`src/rtl/chkv_pkg.sv`:
```
// Shared constants, codes and control types of the chained hash index.
`timescale 1ns / 1ps
`default_nettype none
package chkv_pkg;
   localparam int KEY_BYTES  = 8;
   localparam int KEY_W      = 8 * KEY_BYTES;
   localparam int LEN_W      = $clog2(KEY_BYTES + 1);
   localparam int BUCKETS    = 1024;
   localparam int BKT_W      = $clog2(BUCKETS);
   localparam int NODES      = 1024;
   localparam int ID_W       = 11;
   localparam int HASH_W     = 32;
   localparam int CSR_W      = 11;
   localparam logic [ID_W-1:0]   NIL_ID     = 11'h7FF;
   localparam logic [HASH_W-1:0] HASH_PRIME = 32'd16777619;
   localparam logic [3:0]        KEY_SIZE_RESET = 4'd8;
   localparam logic [CSR_W-1:0]  MAX_REC_RESET  = 11'd1024;

   typedef enum logic [1:0] {
      OP_INSERT = 2'd0, OP_SELECT = 2'd1, OP_CLEAR = 2'd2, OP_NONE = 2'd3
   } op_type;

   typedef enum logic [1:0] {
      RS_OK = 2'd0, RS_TOO_LONG = 2'd1, RS_FULL = 2'd2, RS_NOT_FOUND = 2'd3
   } rsp_status_type;

   typedef enum logic {
      CSR_KEY_SIZE = 1'b0, CSR_MAX_RECORDS = 1'b1
   } csr_idx_type;

   typedef enum logic [4:0] {
      DP_NOP, DP_SWEEP, DP_LOAD, DP_HASH, DP_HEAD_RD, DP_HEAD_CAP, DP_NODE_RD,
      DP_NODE_NEXT, DP_VAL_WR, DP_VAL_RD, DP_VAL_CAP, DP_FREE_RD, DP_LINK_NEW,
      DP_CLR_B_RD, DP_CLR_B_CAP, DP_CLR_B_END, DP_CLR_N_RD, DP_CLR_N_MOVE,
      DP_RESULT
   } dp_op_type;

   typedef struct packed {
      dp_op_type      op;
      rsp_status_type code;
   } dp_cmd_type;

   typedef struct packed {
      logic   hash_done;
      logic   too_long;
      logic   cur_nil;
      logic   key_hit;
      logic   free_nil;
      logic   idx_last;
      logic   rsp_free;
      op_type op;
   } dp_stat_type;
endpackage
`default_nettype wire

```
`src/rtl/chkv_ctrl.sv`:
```
// Controller state machine: sequences hashing, chain walks, clear and init.
`timescale 1ns / 1ps
`default_nettype none
module chkv_ctrl (
   input  wire logic                 clock,
   input  wire logic                 reset,
   input  wire logic                 req_valid,
   output logic                      req_ready,
   input  wire logic                 csr_wr,
   input  wire chkv_pkg::dp_stat_type stat,
   output chkv_pkg::dp_cmd_type      cmd
);
   import chkv_pkg::*;

   typedef enum logic [3:0] {
      S_INIT, S_IDLE, S_HASH, S_HEAD, S_HEADW, S_CHK, S_CMP, S_VALW, S_FREEW,
      S_CLRB, S_CLRBW, S_CLRN, S_CLRNW, S_DONE
   } state_type;

   state_type      state_ff, state_in;
   rsp_status_type code_ff, code_in;

   always_comb begin
      state_in = state_ff;
      code_in  = code_ff;
      cmd.op   = DP_NOP;
      cmd.code = code_ff;
      case (state_ff)
         S_INIT: begin
            cmd.op = DP_SWEEP;
            if (stat.idx_last) state_in = S_IDLE;
         end
         S_IDLE: begin
            if (req_valid) begin
               cmd.op   = DP_LOAD;
               state_in = S_HASH;
            end
         end
         S_HASH: begin
            code_in = RS_OK;
            if (stat.op == OP_CLEAR) begin
               state_in = S_CLRB;
            end else if (stat.op == OP_NONE) begin
               state_in = S_DONE;
            end else if (stat.op == OP_INSERT && stat.too_long) begin
               code_in  = RS_TOO_LONG;
               state_in = S_DONE;
            end else if (stat.hash_done) begin
               state_in = S_HEAD;
            end else begin
               cmd.op = DP_HASH;
            end
         end
         S_HEAD: begin
            cmd.op   = DP_HEAD_RD;
            state_in = S_HEADW;
         end
         S_HEADW: begin
            cmd.op   = DP_HEAD_CAP;
            state_in = S_CHK;
         end
         S_CHK: begin
            if (!stat.cur_nil) begin
               cmd.op   = DP_NODE_RD;
               state_in = S_CMP;
            end else if (stat.op == OP_SELECT) begin
               code_in  = RS_NOT_FOUND;
               state_in = S_DONE;
            end else if (stat.free_nil) begin
               code_in  = RS_FULL;
               state_in = S_DONE;
            end else begin
               cmd.op   = DP_FREE_RD;
               state_in = S_FREEW;
            end
         end
         S_CMP: begin
            if (!stat.key_hit) begin
               cmd.op   = DP_NODE_NEXT;
               state_in = S_CHK;
            end else if (stat.op == OP_SELECT) begin
               cmd.op   = DP_VAL_RD;
               state_in = S_VALW;
            end else begin
               cmd.op   = DP_VAL_WR;
               state_in = S_DONE;
            end
         end
         S_VALW: begin
            cmd.op   = DP_VAL_CAP;
            state_in = S_DONE;
         end
         S_FREEW: begin
            cmd.op   = DP_LINK_NEW;
            state_in = S_DONE;
         end
         S_CLRB: begin
            cmd.op   = DP_CLR_B_RD;
            state_in = S_CLRBW;
         end
         S_CLRBW: begin
            cmd.op   = DP_CLR_B_CAP;
            state_in = S_CLRN;
         end
         S_CLRN: begin
            if (stat.cur_nil) begin
               cmd.op   = DP_CLR_B_END;
               state_in = stat.idx_last ? S_DONE : S_CLRB;
            end else begin
               cmd.op   = DP_CLR_N_RD;
               state_in = S_CLRNW;
            end
         end
         S_CLRNW: begin
            cmd.op   = DP_CLR_N_MOVE;
            state_in = S_CLRN;
         end
         S_DONE: begin
            if (stat.rsp_free) begin
               cmd.op   = DP_RESULT;
               state_in = S_IDLE;
            end
         end
         default: state_in = S_INIT;
      endcase
      // a register write rebuilds the table from scratch
      if (csr_wr) begin
         state_in = S_INIT;
         cmd.op   = DP_NOP;
      end
   end

   always_ff @(posedge clock) begin
      if (reset) begin
         state_ff <= S_INIT;
         code_ff  <= RS_OK;
      end else begin
         state_ff <= state_in;
         code_ff  <= code_in;
      end
   end

   assign req_ready = (state_ff == S_IDLE) && !csr_wr;
endmodule
`default_nettype wire

```
`config.mk`:
```
export PLATFORM = sky130hd
export DESIGN_NAME = chkv_ctrl
export DESIGN_NICKNAME = d
export VERILOG_FILES = /design/src/rtl/chkv_pkg.sv /design/src/rtl/chkv_ctrl.sv
export SDC_FILE = /design/constraint.sdc
export NUM_CORES = 1
export LEC_CHECK = 0
export BUFFER_PORTS_ARGS = -buffer_cell sky130_fd_sc_hd__buf_2
export CAP_MARGIN = 20
export CORE_AREA = 2 2 46 48
export CTS_BUF_LIST = sky130_fd_sc_hd__clkbuf_16
export DETAILED_ROUTE_END_ITERATION = 6
export DIE_AREA = 0 0 48 50
export GPL_ROUTABILITY_DRIVEN = 0
export PLACE_DENSITY = 0.66
export SETUP_SLACK_MARGIN = 0.1
export SYNTH_ARGS = -nofsm -noshare
export SYNTH_HDL_FRONTEND = slang
export SYNTH_SLANG_ARGS = --single-unit
```
`constraint.sdc`:
```
create_clock -name clock -period 3.37 [get_ports clock]
set_input_delay 0.1685 -clock clock [delete_from_list [all_inputs] [get_ports clock]]
set_output_delay 0.1685 -clock clock [all_outputs]
set_load 0.01 [all_outputs]
```
==> impl_metrics.yaml, run 1 <==
drt:
  drt_iter0_markers: 33
  ant_nets: 0
  vias: 946
  drc: 0
  wl_per_cell_um: 13.9
  first_pass_iters: 4
  avgViaCountPerCell: 5.95
  drt_wl_total_mm: 2.21
global_route:
  grt_remaining_overflow: 0
  grt_pass1_vias: 737
  grt_pass1_wl_mm: 3.42
  grt.total_usage: 0.195
  grt_max_degree: 26
  antenna_found_initial: 0
synthesis:
  yosysUniqueCellTypes: 42
  synth_cells: 117
  syn_nets: 130
  ys_async_sr_fraction: 0
  syn_area_um2: 796
  ys_seq_elements: 6
  ys_seq_area_frac: 0.151
  ys.flop_type: "dfxtp_1"
  ys_warn_count: 0
  syn_area_per_cell_um2: 6.80
  synth-edff-count: 0
finish:
  design_area_um2: 966
  utilization: 0.508
  area_growth_pct: 21.4
  final_nets: 147
  drive_gt1_frac: 0.212
  antenna_cells: 0
  fillers: 187
power:
  p_per_area_mw_per_mm2: 336
  vdd_ir_drop_max_uv: 292
  p_total_mw: 0.324
  power.leakage_nw: 0.353
placement:
  dpl.hpwl_mm: 1.66
  placed_area_um2: 891
  numPortBuffers: 20
cts:
  clockBufferDepth: 2
  cts_hold_buf: 0
  cts.clk_slew.worst_paths_ps: 40
  htreeDepth: 1
  numClockSinks: 6
  root_buffer: "clkbuf_16"
  post_cts_buffers: 0
  post_cts_resize_count: 0
  clkLatencyLatePin_ps: 230
  cts_tree: "yes"
  cts_made_buffers: 3
die:
  io_pins: 21
  initial_core_util: 0.418
  dieHeight_um: 50
  rows: 16
  fp.dieArea_mm2: 0.00240
  die_w_um: 48
  coreArea_mm2: 0.00190
sta:
  max_slew_margin: 0.453
  hold_viol: 0
  clock_skew_ps: 5.29
  rsz0062_at_grt: "false"
  fmax_mhz: 421
  tightest_slew_ps: 820
  finalSetupViolations: 0
  period_minus_slack_ps: 2370
  drv_slew: 0
  period_share: 0.704
  setup_tns_ps: 0
setup_path:
  cp_cell_sequence: "or4b_4 -> nor4_4 -> a2111oi_2 -> a211oi_2 -> buf_2"
  slowest_delay_ps: 760
  cp_slowest_cell: "dfxtp_1"
  required_ps: 3200
  cp.arrival_ps: 2210
  worstPathMaxFanout: 23
  crit_path_end_kind: "output port"
  start_kind: "flop"
  path_class: "flop to output port"
worst_hold_path:
  hold_path_class: "input pin to flop"
run:
  max-cap-violations: 0
status:
  status: "completed"
## cell usage after synthesis, types with 2 or more instances
cell type	number	area, µm²
nor3_1	7	35.0
inv_1	7	26.3
dfxtp_1	6	120
nand3_1	3	15.0
nand2_1	12	45.0
buf_2	7	35.0
a21oi_1	11	55.1
nor2b_1	3	18.8
a31oi_1	5	31.3
o211ai_1	2	15.0
o21ai_1	3	15.0
o21ai_0	2	10.0
o22ai_1	2	12.5
o32ai_1	2	17.5
nor2_1	11	41.3
o21bai_1	2	15.0
mux2i_1	2	20.0
a21boi_1	2	15.0
or3_1	2	12.5
nand2b_1	4	25.0
## power breakdown
part | total [mW] | switching (mW) | internal, mW
sequential | 0.0803 | 0.00741 | 0.0729
combinational | 0.0483 | 0.0278 | 0.0205
clock | 0.196 | 0.0432 | 0.153
total | 0.324 | 0.0785 | 0.246
## kinds of logic after synthesis
logic type      Yosys count  synth area share
compound gates           43             0.385
flops                     6             0.151
xor+xnor                  1            0.0110
simple gates             50             0.346
buf+inv                  15            0.0818
mux                       2            0.0252
## cell usage in the layout (no fill, tap or decap), drive strengths merged, types with 2 or more instances in the layout
| cell | synthesis | final |
|---|---|---|
| a2111oi | 2 | 2 |
| a211oi | 2 | 2 |
| a21boi | 2 | 2 |
| a21oi | 11 | 11 |
| a31oi | 5 | 5 |
| buf | 7 | 20 |
| clkbuf | 1 | 3 |
| dfxtp | 6 | 6 |
| inv | 7 | 7 |
| mux2i | 2 | 2 |
| nand2 | 12 | 12 |
| nand2b | 4 | 4 |
| nand3 | 3 | 3 |
| nor2 | 11 | 11 |
| nor2b | 3 | 3 |
| nor3 | 7 | 7 |
| nor4 | 2 | 2 |
| o211ai | 2 | 2 |
| o21ai | 5 | 5 |
| o21bai | 2 | 2 |
| o22ai | 2 | 2 |
| o32ai | 2 | 2 |
| or3 | 2 | 2 |
## area by class of cell
| class | instances | area (µm²) | area share |
|---|---|---|---|
| timing repair buffer | 20 | 100 | 0.104 |
| multi-input combinational | 96 | 611 | 0.632 |
| clock buffer | 3 | 75.1 | 0.0777 |
| inverter | 7 | 26.3 | 0.0272 |
| sequential | 6 | 120 | 0.124 |
| tap | 27 | 33.8 | 0.0350 |
## routing by layer
layer	vias to the layer above	wire (µm)	part of all wire	track usage
met3	2	76	0.034	0.0476
met5	-	0	0	0
li1	472	-	-	-
met2	25	1080	0.49	0.280
met4	0	21	0.0095	0.0586
met1	447	1030	0.47	0.281
## worst max-delay path: cells and delay by family (launching register included)
family | cells | cell delay, ps
AND/OR/NAND/NOR | 2 | 750
AO/OA/AOI/OAI | 2 | 300
flip-flops | 1 | 760
buffers and inverters | 1 | 160
## path summary, 6_finish.rpt
path / start / endpoint / slack (ps) / depth (start not counted)
max: state_ff[1] / cmd[2] / 1000 / 5
min reg2reg: code_ff[1] / code_ff[1] / 520 / 2
max reg2reg: state_ff[2] / code_ff[0] / 1380 / 4
min: reset / code_ff[0] / 160 / 2
## per-stage QoR
step	std cells	setup WS, ps	hold slack, ps
floorplan	117	1820	241
global placement	156	1300	399
detailed placement	156	1260	398
CTS	159	1010	157
global route	159	832	170
finish	159	996	155
## sequential cells by signal, summed over array words and instances (netlist names)
name	count
code_ff	2
state_ff	4
No activity file was read; power rests on OpenSTA's default activity.
==> run 2, diff against run 1 <==
--- a/config.mk
+++ b/config.mk
@@ -12,7 +12,7 @@
 export DETAILED_ROUTE_END_ITERATION = 6
 export DIE_AREA = 0 0 48 50
 export GPL_ROUTABILITY_DRIVEN = 0
-export PLACE_DENSITY = 0.66
+export PLACE_DENSITY = 0.69
 export SETUP_SLACK_MARGIN = 0.1
 export SYNTH_ARGS = -nofsm -noshare
 export SYNTH_HDL_FRONTEND = slang
==> constraint.sdc (replaced) <==
create_clock -name clock -period 2.08 [get_ports clock]
set_input_delay 0.104 -clock clock [delete_from_list [all_inputs] [get_ports clock]]
set_output_delay 0.104 -clock clock [all_outputs]
set_load 0.01 [all_outputs]
==> impl_metrics.yaml, run 2 (same netlist as run 1, synthesis figures left out) <==
finish:
  area_growth_pct: 25.6
  fillers: 193
  final_nets: 151
  antenna_cells: 0
  largest_reg_flops: 4
  final_cell_mix: "buf_2, nand2_1, nor2_1, a21oi_1"
  reg_top3: "state_ff x4, code_ff x2"
  top_register: "state_ff"
  final_common_cell: "buf_2"
  drive_gt1_frac: 0.257
power:
  power.leakage_nw: 0.375
  vdd_ir_drop_max_uv: 714
  p_per_area_mw_per_mm2: 520
drt:
  avgViaCountPerCell: 6.01
  drc: 0
  drt_iter0_markers: 38
  first_pass_iters: 4
  drt_wl_total_mm: 2.29
  wl_per_cell_um: 14.0
  vias: 979
  ant_nets: 0
worst_hold_path:
  hold_path_class: "input pin to flop"
die:
  fp.dieArea_mm2: 0.00240
  rows: 16
  initial_core_util: 0.418
  die_w_um: 48
  io_pins: 21
  coreArea_mm2: 0.00190
  dieHeight_um: 50
sta:
  setup_tns_ps: 0
  clock_skew_ps: 3.29
  rsz0062_at_grt: "false"
  setup_slack_ps: 190
  hold_ws_ps: 100
  tightest_slew_ps: 495
  finalSetupViolations: 0
  hold_viol: 0
  max_slew_margin: 0.668
  fmax_mhz: 529
  drv_slew: 0
  period_share: 0.909
  period_minus_slack_ps: 1890
setup_path:
  cp_slowest_cell: "or4b_4"
  worstPathMaxFanout: 17
  start_kind: "flop"
  slowest_delay_ps: 580
  path_class: "flop to output port"
  required_ps: 1980
  cp_cell_sequence: "or4b_4 -> nor4_4 -> a2111oi_2 -> a211oi_2 -> buf_2"
  cp.arrival_ps: 1790
  crit_path_end_kind: "output port"
  rrSetupSlack_ps: 490
global_route:
  grt_remaining_overflow: 0
  grt_max_degree: 20
  antenna_found_initial: 0
  grt.total_usage: 0.208
  grt_pass1_vias: 818
  grt_pass1_wl_mm: 3.68
status:
  status: "completed"
cts:
  clockBufferDepth: 2
  cts_made_buffers: 3
  cts_tree: "yes"
  clkLatencyLatePin_ps: 230
  htreeDepth: 1
  numClockSinks: 6
  cts.clk_slew.worst_paths_ps: 30
  post_cts_buffers: 0
  root_buffer: "clkbuf_16"
placement:
  numPortBuffers: 20
  pre_cts_ws_ps: 326
  dpl.hpwl_mm: 1.69
run:
  max-cap-violations: 0
-- run 2: changes by cell type in the layout (fill, tap and decap cells not counted), sizes merged --
cell	previous run	this run
buf	20	24
-- run 2: stage by stage --
step,cell area [µm²],std cells,power [mW],utilization
final,1000,163,0.520,0.526
after global routing,1000,163,0.540,0.526
after CTS,997,163,0.521,0.524
after detailed placement,921,160,0.211,0.484
after global placement,921,160,0.210,0.484
after floorplan,796,117,0.176,-
-- run 2: final cells by class --
class	instances	area, µm²	area share
multi-input cells	96	611	0.611
clock buffers	3	75.1	0.0751
inverters	7	26.3	0.0263
repair buffers	24	130	0.130
well taps	27	33.8	0.0338
flip-flops and latches	6	124	0.124
-- run 2: power breakdown --
group          switching, mW  internal, mW
clock network         0.0620         0.246
logic                 0.0513        0.0352
registers            0.00615         0.118
-- run 2: per-layer routing --
| metal | part of all wire | track usage | vias up |
|---|---|---|---|
| met5 | 0 | 0 | - |
| met4 | 0 | 0.0270 | 0 |
| met3 | 0.061 | 0.0659 | 0 |
| met2 | 0.48 | 0.313 | 38 |
| met1 | 0.45 | 0.294 | 462 |
| li1 | - | - | 479 |
-- run 2: what timing repair did --
action | 4_1_cts | 5_1_grt
hold buffers | 0 | 0
gates resized for setup | 1 | 2
endpoints found under the setup margin | 1 | 4
-- run 2: worst paths after layout --
kind	end	start	cells past startpoint
worst max register to register	code_ff[0]	state_ff[1]	5
worst min register to register	code_ff[1]	code_ff[1]	2
worst max-delay path	cmd[2]	state_ff[3]	5
worst min-delay path	state_ff[2]	csr_wr	2
-- run 2: worst max-delay path, delay by kind of cell, from the launching register on --
family	cells	cell delay (ps)
compound gates	2	260
buf+inv	1	150
flops	1	380
simple gates	2	770
==> run 3, diff against run 2 <==
--- a/config.mk
+++ b/config.mk
@@ -5,14 +5,16 @@
 export SDC_FILE = /design/constraint.sdc
 export NUM_CORES = 1
 export LEC_CHECK = 0
+export ABC_AREA = 1
 export BUFFER_PORTS_ARGS = -buffer_cell sky130_fd_sc_hd__buf_2
 export CAP_MARGIN = 20
-export CORE_AREA = 2 2 46 48
+export CORE_AREA = 2 2 40 56
 export CTS_BUF_LIST = sky130_fd_sc_hd__clkbuf_16
+export CTS_CLUSTER_DIAMETER = 120
 export DETAILED_ROUTE_END_ITERATION = 6
-export DIE_AREA = 0 0 48 50
+export DIE_AREA = 0 0 42 58
 export GPL_ROUTABILITY_DRIVEN = 0
-export PLACE_DENSITY = 0.69
+export PLACE_DENSITY = 0.66
 export SETUP_SLACK_MARGIN = 0.1
 export SYNTH_ARGS = -nofsm -noshare
 export SYNTH_HDL_FRONTEND = slang
==> constraint.sdc (replaced) <==
create_clock -name clock -period 1.9 [get_ports clock]
set_input_delay 0.095 -clock clock [delete_from_list [all_inputs] [get_ports clock]]
set_output_delay 0.095 -clock clock [all_outputs]
set_load 0.01 [all_outputs]
==> impl_metrics.yaml, run 3 <==
global_route:
  antenna_found_initial: 0
  grt_max_degree: 8
  grt_pass1_vias: 989
  grt_remaining_overflow: 0
  grt.total_usage: 0.214
  grt_pass1_wl_mm: 4.11
setup_path:
  path_class: "flop to output port"
  required_ps: 1800
  cp.arrival_ps: 1560
  cp_cell_sequence: "nor2_1 -> inv_1 -> o21ai_0 -> nor2_1 -> nand2_1 -> o21bai_1 -> inv_1 -> buf_2"
  worstPathMaxFanout: 5
  crit_path_end_kind: "output port"
  crit_family: "simple AND/OR/NAND/NOR gates"
  slowest_delay_ps: 360
  path_buf_inv: 3
  cp_slowest_cell: "dfxtp_1"
  start_kind: "flop"
finish:
  drive_gt1_frac: 0.284
  area_growth_pct: 25.1
  antenna_cells: 0
  fillers: 190
  top_register: "state_ff"
  reg_top3: "state_ff x4, code_ff x2"
  final_common_cell: "nand2_1"
  final_nets: 191
  utilization: 0.535
  largest_reg_flops: 4
  design_area_mm2: 0.00103
  final_cell_mix: "nand2_1, nor2_1, inv_1, buf_2, a21oi_1"
drt:
  drt_wl_total_mm: 2.37
  ant_nets: 0
  avgViaCountPerCell: 5.26
  first_pass_iters: 4
  drc: 0
  drt_iter0_markers: 48
  vias: 1037
  wl_per_cell_um: 12.0
sta:
  hold_viol: 0
  period_share: 0.871
  max_slew_margin: 0.708
  rsz0062_at_grt: "false"
  tightest_slew_ps: 438
  clock_skew_ps: 4.28
  drv_slew: 0
  finalSetupViolations: 0
  setup_slack_ps: 246
  period_minus_slack_ps: 1650
  setup_tns_ps: 0
  fmax_mhz: 604
  hold_ws_ps: 154
die:
  initial_core_util: 0.428
  fp.dieArea_mm2: 0.00244
  rows: 19
  coreArea_mm2: 0.00193
  die_w_um: 42
  dieHeight_um: 58
  io_pins: 21
run:
  max-cap-violations: 0
power:
  power.leakage_nw: 0.613
  p_per_area_mw_per_mm2: 552
  vdd_ir_drop_max_uv: 516
synthesis:
  syn_area_um2: 823
  ys_async_sr_fraction: 0
  synth_top_area_cell: "nand2_1"
  syn_area_per_cell_um2: 5.38
  syn_nets: 166
  ys_seq_elements: 6
  synth-edff-count: 0
  ys_top_cells_by_count: "nand2_1, nor2_1, inv_1"
  yosysUniqueCellTypes: 23
  ys.flop_type: "dfxtp_1"
  synth_cells: 153
  synth_top_area_frac: 0.173
  synth.most_common_cell: "nand2_1"
  synthTopCellsByArea: "nand2_1, dfxtp_1, nor2_1"
  ys_warn_count: 0
  ys_seq_area_frac: 0.146
placement:
  numPortBuffers: 20
  pre_cts_ws_ps: 354
  placed_area_um2: 950
  dpl.hpwl_mm: 1.94
cts:
  cts_tree: "yes"
  numClockSinks: 6
  htreeDepth: 1
  cts.clk_slew.worst_paths_ps: 40
  clkLatencyLatePin_ps: 230
  root_buffer: "clkbuf_16"
  cts_made_buffers: 3
  clockBufferDepth: 2
status:
  status: "completed"
worst_hold_path:
  hold_path_class: "input pin to flop"
[run 3: cell type report]
class | count | area [µm²] | area share
Multi-Input combinational cell | 115 | 581 | 0.564
Timing Repair Buffer | 20 | 100 | 0.0972
Clock buffer | 3 | 75.1 | 0.0729
Sequential cell | 6 | 125 | 0.122
Tap cell | 21 | 26.3 | 0.0255
Inverter | 32 | 123 | 0.119
[run 3: power breakdown]
part	switching (mW)	internal, mW	leakage (nW)
logic	0.0570	0.0314	0.526
registers	0.00440	0.128	0.0498
clock network	0.0767	0.271	0.0370
total	0.138	0.430	0.613
[run 3: worst min-delay path: cells and delay by family]
kind	cells	cell delay, ps
buffers and inverters	2	120
and+or+nand+nor	2	120
[run 3: through the flow]
stage	instances	power, mW
2_1_floorplan	153	0.189
3_3_place_gp	194	0.223
3_5_place_dp	194	0.223
4_1_cts	197	0.566
5_1_grt	197	0.584
6_report	197	0.568
[run 3: cell families (layout without fill, tap and decap cells)]
kind of cell | count (synthesis) | in the layout | synth area share
and+or+nand+nor | 92 | 92 | 0.550
buffers and inverters | 32 | 55 | 0.149
AOI/OAI and AO/OA | 23 | 23 | 0.155
DFF | 6 | 6 | 0.146
[run 3: routing by layer]
layer  part of all wire  vias to the layer above  track usage
met2               0.51                       40        0.391
met1               0.40                      468        0.244
met4              0.036                        0        0.115
met3              0.055                       11       0.0125
met5                  0                        -            0
li1                   -                      518            -
[run 3: path summary, 6_finish.rpt]
kind | start | endpoint | cells after the start | slack [ps]
min reg2reg | code_ff[0] | code_ff[0] | 2 | 500
max | state_ff[0] | cmd[2] | 8 | 250
max reg2reg | state_ff[0] | state_ff[2] | 9 | 550
min | reset | state_ff[2] | 4 | 150
[run 3: timing repair]
action	in CTS	in global routing
endpoints found under the setup margin	0	4
hold buffers	0	0
buffers inserted	0	0
resized for setup	0	3
